**config.mk**
```make
export PLATFORM = sky130hd
export DESIGN_NAME = motor_feedback_frame_parser_core_flat
export DESIGN_NICKNAME = d
export VERILOG_FILES = /design/src/hw/rtl/mfp_pkg.sv /design/src/hw/rtl/mfp_if.sv /design/src/hw/rtl/mfp_front.sv /design/src/hw/rtl/mfp_queue.sv /design/src/hw/rtl/mfp_back.sv /design/src/hw/rtl/motor_feedback_frame_parser_core.sv /design/src/flat_wrapper.sv
export SDC_FILE = /design/constraint.sdc
export NUM_CORES = 1
export LEC_CHECK = 0
export BUFFER_PORTS_ARGS = -buffer_cell sky130_fd_sc_hd__buf_2
export CORE_MARGIN = 2
export CORE_UTILIZATION = 30
export DETAILED_ROUTE_END_ITERATION = 7
export PLACE_DENSITY = 0.43
export REMOVE_ABC_BUFFERS = 1
export SKIP_LAST_GASP = 1
export SLEW_MARGIN = 20
export SYNTH_ARGS = -nofsm -noshare
export SYNTH_HDL_FRONTEND = slang
export SYNTH_SLANG_ARGS = --single-unit
```
**constraint.sdc**
```tcl
create_clock -name clk -period 5.6 [get_ports clk]
set_input_delay 0.56 -clock clk [delete_from_list [all_inputs] [get_ports clk]]
set_output_delay 0.56 -clock clk [all_outputs]
set_load 0.01 [all_outputs]
```
**src/hw/rtl/mfp_pkg.sv**
```systemverilog
// Shared types and constants for the motor feedback frame parser.
// Holds frame layout, CRC-32 column table and the queue entry type.
// No dependencies.
`timescale 1ns / 1ps

package mfp_pkg;

    localparam int CRC_WORDS  = 18;
    localparam int CRC_OFFSET = 74;

    localparam logic [6:0] FRAME_LEN  = 7'(CRC_OFFSET + 4);
    localparam logic [6:0] LAST_POS   = 7'(CRC_OFFSET + 3);
    localparam logic [6:0] DATA_LEN   = 7'(4 * CRC_WORDS);
    localparam logic [6:0] CRC_POS    = 7'(CRC_OFFSET);

    localparam logic [6:0] POS_ID        = 7'd2;
    localparam logic [6:0] POS_MODE      = 7'd4;
    localparam logic [6:0] POS_TEMP      = 7'd6;
    localparam logic [6:0] POS_FAULT     = 7'd7;
    localparam logic [6:0] POS_TORQUE_LO = 7'd12;
    localparam logic [6:0] POS_TORQUE_HI = 7'd13;
    localparam logic [6:0] POS_SPEED_LO  = 7'd14;
    localparam logic [6:0] POS_SPEED_HI  = 7'd15;
    localparam logic [6:0] POS_POSITION  = 7'd30;

    localparam logic [31:0] CRC_POLY = 32'h04C1_1DB7;
    localparam logic [31:0] CRC_INIT = 32'hFFFF_FFFF;

    typedef logic [31:0][31:0] crc_cols_t;

    // Column i is the CRC of a single set bit i after a full word of shifts.
    function automatic crc_cols_t crc_cols_calc();
        crc_cols_t cols;
        logic [31:0] v;
        logic        top;
        for (int i = 0; i < 32; i++)
        begin
            v = 32'h1 << i;
            for (int s = 0; s < 32; s++)
            begin
                top = v[31];
                v   = v << 1;
                if (top)
                begin
                    v = v ^ CRC_POLY;
                end
            end
            cols[i] = v;
        end
        return cols;
    endfunction

    localparam crc_cols_t CRC_COLS = crc_cols_calc();

    // Fold one word into the CRC: linear map of crc xor word.
    function automatic logic [31:0] crc_word(input logic [31:0] crc, input logic [31:0] word);
        logic [31:0] d;
        logic [31:0] acc;
        d   = crc ^ word;
        acc = '0;
        for (int i = 0; i < 32; i++)
        begin
            if (d[i])
            begin
                acc = acc ^ CRC_COLS[i];
            end
        end
        return acc;
    endfunction

    typedef struct packed {
        logic [7:0] data;
        logic [6:0] pos;
        logic       start;
        logic       last;
    } entry_t;

endpackage

```
**src/hw/rtl/mfp_if.sv**
```systemverilog
// Channel interfaces for the motor feedback frame parser.
// Byte input channel and result output channel; no dependencies.
`timescale 1ns / 1ps

interface mfp_in_if;
    logic       valid;
    logic       ready;
    logic [7:0] rx_byte;
    logic       frame_start;

    modport source (output valid, rx_byte, frame_start, input ready);
    modport sink   (input valid, rx_byte, frame_start, output ready);
endinterface

interface mfp_out_if;
    logic               valid;
    logic               ready;
    logic               crc_ok;
    logic        [7:0]  motor_id;
    logic        [7:0]  motor_mode;
    logic        [7:0]  temperature;
    logic        [7:0]  fault_code;
    logic signed [15:0] torque_raw;
    logic signed [15:0] speed_raw;
    logic signed [31:0] position_raw;

    modport source (output valid, crc_ok, motor_id, motor_mode, temperature, fault_code,
                    torque_raw, speed_raw, position_raw, input ready);
    modport sink   (input valid, crc_ok, motor_id, motor_mode, temperature, fault_code,
                    torque_raw, speed_raw, position_raw, output ready);
endinterface

```
**src/hw/rtl/mfp_front.sv**
```systemverilog
// Front end: accepts bytes, tracks frame position, drops idle bytes.
// Depends on mfp_pkg and mfp_in_if.
`timescale 1ns / 1ps

module mfp_front
(
    input  logic          clk,
    input  logic          rst_n,
    mfp_in_if.sink        rx,
    output logic          push_valid,
    output mfp_pkg::entry_t push_entry,
    input  logic          push_ready
);

    logic [6:0] pos_reg;
    logic [6:0] pos_next;
    logic       in_frame;

    assign rx.ready = push_ready;

    always_comb
    begin
        in_frame            = pos_reg < mfp_pkg::FRAME_LEN;
        push_entry.data     = rx.rx_byte;
        push_entry.start    = rx.frame_start;
        push_entry.pos      = rx.frame_start ? 7'd0 : pos_reg;
        push_entry.last     = push_entry.pos == mfp_pkg::LAST_POS;
        push_valid          = rx.valid && (rx.frame_start || in_frame);
        pos_next            = pos_reg;
        if (rx.valid && push_ready)
        begin
            if (rx.frame_start || in_frame)
            begin
                pos_next = push_entry.pos + 7'd1;
            end
        end
    end

    always_ff @(posedge clk or negedge rst_n)
    begin
        if (!rst_n)
        begin
            pos_reg <= mfp_pkg::FRAME_LEN;
        end
        else
        begin
            pos_reg <= pos_next;
        end
    end

endmodule

```
**src/hw/rtl/mfp_queue.sv**
```systemverilog
// Short queue between front and back end.
// Depends on mfp_pkg.
`timescale 1ns / 1ps

module mfp_queue
#(
    parameter int DEPTH = 4
)
(
    input  logic            clk,
    input  logic            rst_n,
    input  logic            push_valid,
    input  mfp_pkg::entry_t push_entry,
    output logic            push_ready,
    output logic            pop_valid,
    output mfp_pkg::entry_t pop_entry,
    input  logic            pop_ready
);

    localparam int PTR_W = $clog2(DEPTH);
    localparam int CNT_W = $clog2(DEPTH + 1);

    mfp_pkg::entry_t slot_reg [DEPTH];
    logic [PTR_W-1:0] wr_ptr_reg;
    logic [PTR_W-1:0] wr_ptr_next;
    logic [PTR_W-1:0] rd_ptr_reg;
    logic [PTR_W-1:0] rd_ptr_next;
    logic [CNT_W-1:0] count_reg;
    logic [CNT_W-1:0] count_next;
    logic             do_push;
    logic             do_pop;

    always_comb
    begin
        push_ready  = count_reg != CNT_W'(DEPTH);
        pop_valid   = count_reg != '0;
        pop_entry   = slot_reg[rd_ptr_reg];
        do_push     = push_valid && push_ready;
        do_pop      = pop_valid && pop_ready;
        wr_ptr_next = wr_ptr_reg;
        rd_ptr_next = rd_ptr_reg;
        count_next  = count_reg;
        if (do_push)
        begin
            wr_ptr_next = (wr_ptr_reg == PTR_W'(DEPTH - 1)) ? '0 : wr_ptr_reg + 1'b1;
        end
        if (do_pop)
        begin
            rd_ptr_next = (rd_ptr_reg == PTR_W'(DEPTH - 1)) ? '0 : rd_ptr_reg + 1'b1;
        end
        if (do_push && !do_pop)
        begin
            count_next = count_reg + 1'b1;
        end
        else if (do_pop && !do_push)
        begin
            count_next = count_reg - 1'b1;
        end
    end

    always_ff @(posedge clk or negedge rst_n)
    begin
        if (!rst_n)
        begin
            wr_ptr_reg <= '0;
            rd_ptr_reg <= '0;
            count_reg  <= '0;
        end
        else
        begin
            wr_ptr_reg <= wr_ptr_next;
            rd_ptr_reg <= rd_ptr_next;
            count_reg  <= count_next;
        end
    end

    always_ff @(posedge clk)
    begin
        if (do_push)
        begin
            slot_reg[wr_ptr_reg] <= push_entry;
        end
    end

endmodule

```
**src/hw/rtl/mfp_back.sv**
```systemverilog
// Back end: CRC word update, field capture and result register.
// Depends on mfp_pkg and mfp_out_if.
`timescale 1ns / 1ps

module mfp_back
(
    input  logic            clk,
    input  logic            rst_n,
    input  logic            q_valid,
    input  mfp_pkg::entry_t q_entry,
    output logic            q_pop,
    mfp_out_if.source       res
);

    logic        [31:0] crc_reg;
    logic        [31:0] crc_next;
    logic        [23:0] gather_reg;
    logic        [23:0] gather_next;
    logic        [31:0] expected_reg;
    logic        [31:0] expected_next;
    logic        [7:0]  id_reg;
    logic        [7:0]  id_next;
    logic        [7:0]  mode_reg;
    logic        [7:0]  mode_next;
    logic        [7:0]  temp_reg;
    logic        [7:0]  temp_next;
    logic        [7:0]  fault_reg;
    logic        [7:0]  fault_next;
    logic        [15:0] torque_reg;
    logic        [15:0] torque_next;
    logic        [15:0] speed_reg;
    logic        [15:0] speed_next;
    logic        [31:0] position_reg;
    logic        [31:0] position_next;

    logic               out_valid_reg;
    logic               ok_reg;
    logic        [7:0]  out_id_reg;
    logic        [7:0]  out_mode_reg;
    logic        [7:0]  out_temp_reg;
    logic        [7:0]  out_fault_reg;
    logic signed [15:0] out_torque_reg;
    logic signed [15:0] out_speed_reg;
    logic signed [31:0] out_position_reg;

    logic        [31:0] crc_base;
    logic        [23:0] gather_base;
    logic        [6:0]  crc_off;
    logic        [6:0]  pos_off;
    logic        [7:0]  b;
    logic               out_free;
    logic               ok;

    always_comb
    begin
        out_free = !out_valid_reg || res.ready;
        q_pop    = q_valid && (!q_entry.last || out_free);
        b        = q_entry.data;
        crc_base    = q_entry.start ? mfp_pkg::CRC_INIT : crc_reg;
        gather_base = q_entry.start ? 24'd0 : gather_reg;
        crc_next    = crc_base;
        gather_next = gather_base;
        expected_next = expected_reg;
        id_next       = id_reg;
        mode_next     = mode_reg;
        temp_next     = temp_reg;
        fault_next    = fault_reg;
        torque_next   = torque_reg;
        speed_next    = speed_reg;
        position_next = position_reg;
        crc_off = q_entry.pos - mfp_pkg::CRC_POS;
        pos_off = q_entry.pos - mfp_pkg::POS_POSITION;

        if (q_entry.pos < mfp_pkg::DATA_LEN)
        begin
            case (q_entry.pos[1:0])
                2'd0: gather_next[7:0]   = b;
                2'd1: gather_next[15:8]  = b;
                2'd2: gather_next[23:16] = b;
                default:
                begin
                    crc_next    = mfp_pkg::crc_word(crc_base, {b, gather_base});
                    gather_next = 24'd0;
                end
            endcase
        end

        case (q_entry.pos)
            mfp_pkg::POS_ID:        id_next            = b;
            mfp_pkg::POS_MODE:      mode_next          = b;
            mfp_pkg::POS_TEMP:      temp_next          = b;
            mfp_pkg::POS_FAULT:     fault_next         = b;
            mfp_pkg::POS_TORQUE_LO: torque_next[7:0]   = b;
            mfp_pkg::POS_TORQUE_HI: torque_next[15:8]  = b;
            mfp_pkg::POS_SPEED_LO:  speed_next[7:0]    = b;
            mfp_pkg::POS_SPEED_HI:  speed_next[15:8]   = b;
            default: ;
        endcase

        if (q_entry.pos >= mfp_pkg::POS_POSITION && pos_off < 7'd4)
        begin
            case (pos_off[1:0])
                2'd0:    position_next[7:0]   = b;
                2'd1:    position_next[15:8]  = b;
                2'd2:    position_next[23:16] = b;
                default: position_next[31:24] = b;
            endcase
        end

        if (q_entry.pos >= mfp_pkg::CRC_POS && q_entry.pos < mfp_pkg::FRAME_LEN)
        begin
            case (crc_off[1:0])
                2'd0:    expected_next[7:0]   = b;
                2'd1:    expected_next[15:8]  = b;
                2'd2:    expected_next[23:16] = b;
                default: expected_next[31:24] = b;
            endcase
        end

        ok = expected_next == crc_next;
    end

    always_ff @(posedge clk or negedge rst_n)
    begin
        if (!rst_n)
        begin
            crc_reg      <= mfp_pkg::CRC_INIT;
            gather_reg   <= '0;
            expected_reg <= '0;
            id_reg       <= '0;
            mode_reg     <= '0;
            temp_reg     <= '0;
            fault_reg    <= '0;
            torque_reg   <= '0;
            speed_reg    <= '0;
            position_reg <= '0;
        end
        else if (q_pop)
        begin
            crc_reg      <= crc_next;
            gather_reg   <= gather_next;
            expected_reg <= expected_next;
            id_reg       <= id_next;
            mode_reg     <= mode_next;
            temp_reg     <= temp_next;
            fault_reg    <= fault_next;
            torque_reg   <= torque_next;
            speed_reg    <= speed_next;
            position_reg <= position_next;
        end
    end

    always_ff @(posedge clk)
    begin
        if (q_pop && q_entry.last)
        begin
            ok_reg           <= ok;
            out_id_reg       <= ok ? id_next : 8'd0;
            out_mode_reg     <= ok ? mode_next : 8'd0;
            out_temp_reg     <= ok ? temp_next : 8'd0;
            out_fault_reg    <= ok ? fault_next : 8'd0;
            out_torque_reg   <= ok ? torque_next : 16'd0;
            out_speed_reg    <= ok ? speed_next : 16'd0;
            out_position_reg <= ok ? position_next : 32'd0;
        end
    end

    always_ff @(posedge clk or negedge rst_n)
    begin
        if (!rst_n)
        begin
            out_valid_reg <= 1'b0;
        end
        else if (q_pop && q_entry.last)
        begin
            out_valid_reg <= 1'b1;
        end
        else if (res.ready)
        begin
            out_valid_reg <= 1'b0;
        end
    end

    assign res.valid        = out_valid_reg;
    assign res.crc_ok       = ok_reg;
    assign res.motor_id     = out_id_reg;
    assign res.motor_mode   = out_mode_reg;
    assign res.temperature  = out_temp_reg;
    assign res.fault_code   = out_fault_reg;
    assign res.torque_raw   = out_torque_reg;
    assign res.speed_raw    = out_speed_reg;
    assign res.position_raw = out_position_reg;

endmodule

```
**src/hw/rtl/motor_feedback_frame_parser_core.sv**
```systemverilog
// Motor feedback frame parser, top level.
// Depends on mfp_pkg, mfp_if, mfp_front, mfp_queue and mfp_back.
//
// Usage:
//   rx  : one frame byte per word (rx_byte, frame_start). frame_start marks
//         byte 0 and restarts the frame; bytes outside a frame are taken and
//         dropped.
//   res : one word per complete 78-byte frame: crc_ok and the decoded
//         fields, all fields zero when the CRC fails.
//   Throughput is one byte per cycle while the queue has room. Each byte
//   passes the front end in the cycle it is taken, is registered in the
//   queue, and the back end folds it when it pops it: a CRC-32 word update
//   on every fourth data byte through a single XOR matrix. res.valid rises
//   in the cycle after the back end pops the last CRC byte.
//   Reset leaves the parser idle until the next frame_start and empties the
//   queue and result register.
//   When res stalls, the back end holds the last byte of the next frame; the
//   QUEUE_DEPTH-entry queue fills and then rx.ready drops.
`timescale 1ns / 1ps

module motor_feedback_frame_parser_core
#(
    parameter int QUEUE_DEPTH = 4
)
(
    input  logic      clk,
    input  logic      rst_n,
    mfp_in_if.sink    rx,
    mfp_out_if.source res
);

    logic            push_valid;
    logic            push_ready;
    mfp_pkg::entry_t push_entry;
    logic            pop_valid;
    logic            pop_ready;
    mfp_pkg::entry_t pop_entry;

    mfp_front u_front
    (
        .clk        (clk),
        .rst_n      (rst_n),
        .rx         (rx),
        .push_valid (push_valid),
        .push_entry (push_entry),
        .push_ready (push_ready)
    );

    mfp_queue
    #(
        .DEPTH (QUEUE_DEPTH)
    )
    u_queue
    (
        .clk        (clk),
        .rst_n      (rst_n),
        .push_valid (push_valid),
        .push_entry (push_entry),
        .push_ready (push_ready),
        .pop_valid  (pop_valid),
        .pop_entry  (pop_entry),
        .pop_ready  (pop_ready)
    );

    mfp_back u_back
    (
        .clk     (clk),
        .rst_n   (rst_n),
        .q_valid (pop_valid),
        .q_entry (pop_entry),
        .q_pop   (pop_ready),
        .res     (res)
    );

endmodule
```
**src/flat_wrapper.sv**
```systemverilog
// flat-port wrapper written by rule: the top's interface ports become plain ports
module motor_feedback_frame_parser_core_flat 
#(
    parameter int QUEUE_DEPTH = 4
)
  (clk, rst_n, rx_valid, rx_rx_byte, rx_frame_start, rx_ready, res_valid, res_crc_ok, res_motor_id, res_motor_mode, res_temperature, res_fault_code, res_torque_raw, res_speed_raw, res_position_raw, res_ready);
  mfp_in_if rx_i ();
  mfp_out_if res_i ();
  input  logic clk;
  input  logic rst_n;
  input wire logic [$bits(rx_i.valid)-1:0] rx_valid;
  input wire logic [$bits(rx_i.rx_byte)-1:0] rx_rx_byte;
  input wire logic [$bits(rx_i.frame_start)-1:0] rx_frame_start;
  output wire logic [$bits(rx_i.ready)-1:0] rx_ready;
  output wire logic [$bits(res_i.valid)-1:0] res_valid;
  output wire logic [$bits(res_i.crc_ok)-1:0] res_crc_ok;
  output wire logic [$bits(res_i.motor_id)-1:0] res_motor_id;
  output wire logic [$bits(res_i.motor_mode)-1:0] res_motor_mode;
  output wire logic [$bits(res_i.temperature)-1:0] res_temperature;
  output wire logic [$bits(res_i.fault_code)-1:0] res_fault_code;
  output wire logic [$bits(res_i.torque_raw)-1:0] res_torque_raw;
  output wire logic [$bits(res_i.speed_raw)-1:0] res_speed_raw;
  output wire logic [$bits(res_i.position_raw)-1:0] res_position_raw;
  input wire logic [$bits(res_i.ready)-1:0] res_ready;
  assign rx_i.valid = rx_valid;
  assign rx_i.rx_byte = rx_rx_byte;
  assign rx_i.frame_start = rx_frame_start;
  assign rx_ready = rx_i.ready;
  assign res_valid = res_i.valid;
  assign res_crc_ok = res_i.crc_ok;
  assign res_motor_id = res_i.motor_id;
  assign res_motor_mode = res_i.motor_mode;
  assign res_temperature = res_i.temperature;
  assign res_fault_code = res_i.fault_code;
  assign res_torque_raw = res_i.torque_raw;
  assign res_speed_raw = res_i.speed_raw;
  assign res_position_raw = res_i.position_raw;
  assign res_i.ready = res_ready;
  motor_feedback_frame_parser_core #(.QUEUE_DEPTH(QUEUE_DEPTH)) u_core (.clk(clk), .rst_n(rst_n), .rx(rx_i), .res(res_i));
endmodule
```
==> results of run 1 <==
-- final cells by class --
type | instances | area (sq um)
fill | 7225 | 45800
clock buffer | 54 | 1120
antenna | 1 | 2.50
sequential | 364 | 9980
multi-input combinational | 1499 | 10600
timing repair buffer | 179 | 1160
inverter | 17 | 63.8
clock inverter | 24 | 269
tap | 940 | 1180
-- metrics by stage --
stage | hold slack, ps | cell area, sq um | setup TNS [ps] | util | setup slack (ps)
2_1_floorplan | 264 | 20500 | -237610 | - | -2460
3_3_place_gp | 457 | 23000 | 0 | 0.327 | 490
3_5_place_dp | 469 | 23000 | 0 | 0.327 | 383
4_1_cts | 74.5 | 24400 | 0 | 0.347 | 351
5_1_grt | 83.1 | 24400 | 0 | 0.347 | 72.6
6_report | 34.3 | 24400 | 0 | 0.347 | 324
-- final timing paths --
check                                                         end                           start  cells past startpoint
worst max-delay path            u_core.u_back.res.position_raw[3]    u_core.u_queue.rd_ptr_reg[0]                     12
worst min-delay path                      u_core.u_back.id_reg[4]                           rst_n                      1
worst max register to register  u_core.u_back.res.position_raw[3]    u_core.u_queue.rd_ptr_reg[0]                     12
worst min register to register     u_core.u_back.position_reg[18]  u_core.u_back.position_reg[18]                      2
max in group asynchronous             u_core.u_back.gather_reg[9]                           rst_n                      2
min in group clk                   u_core.u_queue.slot_reg[0][16]                   rx_rx_byte[7]                      1
-- cells in the mapped netlist (36+ instances only) --
cell type,instances,area (sq um)
a21oi_1,39,195
dfstp_2,36,946
dfrtp_1,163,4080
xor2_1,53,464
o21ai_0,279,1400
xnor2_1,185,1620
xnor3_1,48,1080
nor4_1,71,444
nand2_1,412,1550
clkbuf_1,107,402
edfxtp_1,165,4950
nor2_1,86,323
-- routing by layer --
metal	vias up	part of all wire	track usage
li1	7289	-	-
met1	7751	0.46	0.269
met4	0	0.028	0.0544
met3	107	0.056	0.0350
met2	412	0.45	0.309
met5	-	0	0
-- kinds of logic (layout without fill, tap and decap cells) --
logic type / Yosys count / count (layout) / share of synthesized area
and+or+nand+nor: 694 / 694 / 0.157
AOI/OAI and AO/OA: 416 / 416 / 0.112
DFF: 364 / 364 / 0.469
xor gates and xnor gates: 313 / 313 / 0.174
buffers and inverters: 173 / 274 / 0.0373
muxes: 60 / 60 / 0.0406
adders and majority gates: 16 / 16 / 0.00977
other: 0 / 1 / 0
==> impl_metrics.ini, run 1 <==
[final_layout]
final_cells = 3078
largest_reg_flops = 68
final_cell_mix = nand2_1 (412), o21ai_0 (277), xnor2_1 (184), edfxtp_1 (165), dfrtp_1 (162)
nets = 2132
syn_to_final_growth_pct = 14.6
drive_gt1_frac = 0.191
layout_commonest_cell = nand2_1

[worst_setup_path]
cp_top_family = XOR/XNOR gates
cp_max_fo = 56
startpoint_type = register
crit_buf_inv = 2
required_ps = 5970
critPathKind = register to register
endpoint_kind = register
reg2reg_slack_ps = 320
slowest_delay_ps = 810
slowest_stage = mux4_2
cp.arrival_ps = 5650
path_cells = buf_4, mux4_2, xor2_1, xnor2_1, xnor3_1, xnor2_1, o32ai_1, nor4_1, nand3_1, or4_4, buf_12, nor4_1

[synthesis]
ys_seq_area_frac = 0.469
yosys_warnings = 0
netlist_instances = 2036
synth_cell_type_count = 82
ys_ff_latch = 364
syn_area_per_cell_sq_um = 10.4
async_flop_share = 0.547
synthFlopType = edfxtp_1
syn-cell-area_sq_um = 21300
synth-edff-count = 165

[clock_network]
cts.sinks = 364
cts_tree = yes
clk_pin_slew_ps = 60
clockRootBuffer = clkbuf_16
numCtsBuffers = 42
hold_buffers = 0
cts.path.max_buffers = 3
post_cts_buffers = 0
post_cts_resized = 0
insertion_delay_ps = 590
htreeDepth = 2

[floorplanning]
die_w_um = 270
die-area_sq_um = 73000
initial_core_util = 0.303
core_sq_um = 70100
die_h_um = 270
ios = 112
num_rows = 97

[drt]
vias_per_cell = 5.05
vias = 15559
first_pass_iters = 5
antenna_left = 0
drt_iter0_markers = 1267
totalWireLength_um = 70700
drc = 0
wl_per_cell_um = 23.0

[sta]
post-route-period-util = 0.942
rsz0062_at_grt = false
fin_crit_ps = 5280
hold_viol = 0
fmax_mhz = 190
drv_slew = 0
worst_pin_slew_ps = 1190
setup_viol = 0
relSlewSlack = 0.198
fin_skew_ps = 23.4

[min_path]
hp-class = primary input to async pin

[global_route]
grt_pass1_wl_um = 106000
antenna_found_initial = 4
grt_overflow = 0
track_usage = 0.193
grt_start_max_net_pins = 112
grt_pass1_vias = 15603

[run]
maxCapViolations = 0

[outcome]
status = complete, no violations

[placed_design]
place_hpwl_um = 48700
gp_congestion = 0.910
place_inst = 2999
portBuffers = 111
Power of run 1 is not shown: default switching activity piles up to over one toggle a cycle in this logic, so the estimate is an artifact.
==> inputs of run 2 (changes only) <==
--- a/config.mk
+++ b/config.mk
@@ -8,6 +8,7 @@
 export BUFFER_PORTS_ARGS = -buffer_cell sky130_fd_sc_hd__buf_2
 export CORE_MARGIN = 2
 export CORE_UTILIZATION = 30
+export CTS_BUF_LIST = sky130_fd_sc_hd__clkbuf_8 sky130_fd_sc_hd__clkbuf_16
 export DETAILED_ROUTE_END_ITERATION = 7
 export PLACE_DENSITY = 0.43
 export REMOVE_ABC_BUFFERS = 1
==> run 2 against run 1 <==
  * Register-to-register slack worse by 40 ps
  * Global-route usage stayed put
  * Core utilization stayed put
  * Count of clock-buffer cells in the layout is 10 lower
  * Maximum frequency is 0.74% lower
==> impl_metrics.ini, run 2 (same netlist as run 1, synthesis figures left out) <==
[outcome]
status = complete, no violations

[drt]
drt_iter0_markers = 1262
wl_per_cell_um = 23.0
first_pass_iters = 5
antenna_left = 0
vias = 15545
vias_per_cell = 5.05
totalWireLength_um = 70700
drc = 0

[floorplanning]
die_h_um = 270
die-area_sq_um = 73000
die_w_um = 270
core_sq_um = 70100
initial_core_util = 0.303
num_rows = 97
ios = 112

[sta]
worst_pin_slew_ps = 1250
drv_slew = 0
fin_skew_ps = 23.5
setup_viol = 0
finalSetupTns_ps = 0
hold_viol = 0
worst_slack_ps = 284
rsz0062_at_grt = false
relSlewSlack = 0.159
post-route-period-util = 0.949
fmax_mhz = 188
fin_crit_ps = 5320

[final_layout]
final_cell_mix = nand2_1 (412), o21ai_0 (277), xnor2_1 (184), edfxtp_1 (165), dfrtp_1 (162)
drive_gt1_frac = 0.191
layout_commonest_cell = nand2_1
nets = 2132
finish.utilization = 0.347
syn_to_final_growth_pct = 14.6
multi_input_area_sq_um = 10600
fillers = 7225
largest_reg_flops = 68
register_area_sq_um = 9980

[clock_network]
numCtsBuffers = 42
cts_tree = yes
clockRootBuffer = clkbuf_16
htreeDepth = 2
clk_pin_slew_ps = 60
cts.sinks = 364
hold_buffers = 0
post_cts_resized = 0
insertion_delay_ps = 590
cts.path.max_buffers = 3
post_cts_buffers = 0

[worst_setup_path]
reg2reg_slack_ps = 280
startpoint_type = register
cp_max_fo = 56
critical_path_cell_count = 12
crit_buf_inv = 2
required_ps = 5970
r2r_cells = 12
slowest_stage = mux4_2
slowest_delay_ps = 810
endpoint_kind = register
cp_top_family = XOR/XNOR gates
path_cells = buf_4, mux4_2, xor2_1, xnor2_1, xnor3_1, xnor2_1, o32ai_1, nor4_1, nand3_1, or4_4, buf_12, nor4_1
cp.arrival_ps = 5680
timing.rr.start = u_core.u_queue.rd_ptr_reg[0]
critPathKind = register to register
timing.rr.end = u_core.u_back.res.position_raw[3]

[global_route]
antenna_found_initial = 4
track_usage = 0.193
grt_pass1_vias = 15603
grt_pass1_wl_um = 106000
grt_overflow = 0
grt_start_max_net_pins = 112

[placed_design]
place_hpwl_um = 48700
pre_cts_ws_ps = 383
portBuffers = 111
gp_congestion = 0.910

[min_path]
hp-class = primary input to async pin

[run]
maxCapViolations = 0
[run 2: layout make-up]
class,instances,area share
sequential,364,0.410
antenna,1,0.000103
multi-input combinational,1499,0.435
clock inverter,34,0.0126
timing repair buffer,179,0.0477
inverter,17,0.00262
tap,940,0.0483
clock buffer,44,0.0443
[run 2: metrics by stage]
stage,cell area (sq um),hold WS (ps),cells
finish,24400,33.7,3078
global route,24400,82.7,3077
CTS,24400,74.3,3077
detailed placement,23000,469,2999
global placement,23000,457,2999
floorplan,20500,264,1880
[run 2: per-layer routing]
layer  vias up  track usage  wire length (um)  part of all wire
met2       413        0.309             32100              0.45
li1       7288            -                 -                 -
met3       108       0.0350              4040             0.057
met1      7736        0.269             32600              0.46
met4         0       0.0544              1980             0.028
met5         -            0                 0                 0
[run 2: worst max-delay path by stage]
| stage | start | slack (ps) | endpoint |
|---|---|---|---|
| final | u_core.u_queue.rd_ptr_reg[0] | 280 | u_core.u_back.res.position_raw[3] |
| after global routing | u_core.u_queue.rd_ptr_reg[0] | 70 | u_core.u_back.res.fault_code[7] |
| after CTS | u_core.u_queue.rd_ptr_reg[0] | 350 | u_core.u_back.res.position_raw[1] |
| after detailed placement | u_core.u_queue.rd_ptr_reg[0] | 380 | u_core.u_back.res.position_raw[1] |
| after global placement | u_core.u_queue.rd_ptr_reg[0] | 490 | u_core.u_back.res.torque_raw[9] |
| after floorplan | u_core.u_queue.rd_ptr_reg[1] | -2460 | u_core.u_back.res.fault_code[7] |
Power of run 2 is left out for the same reason.
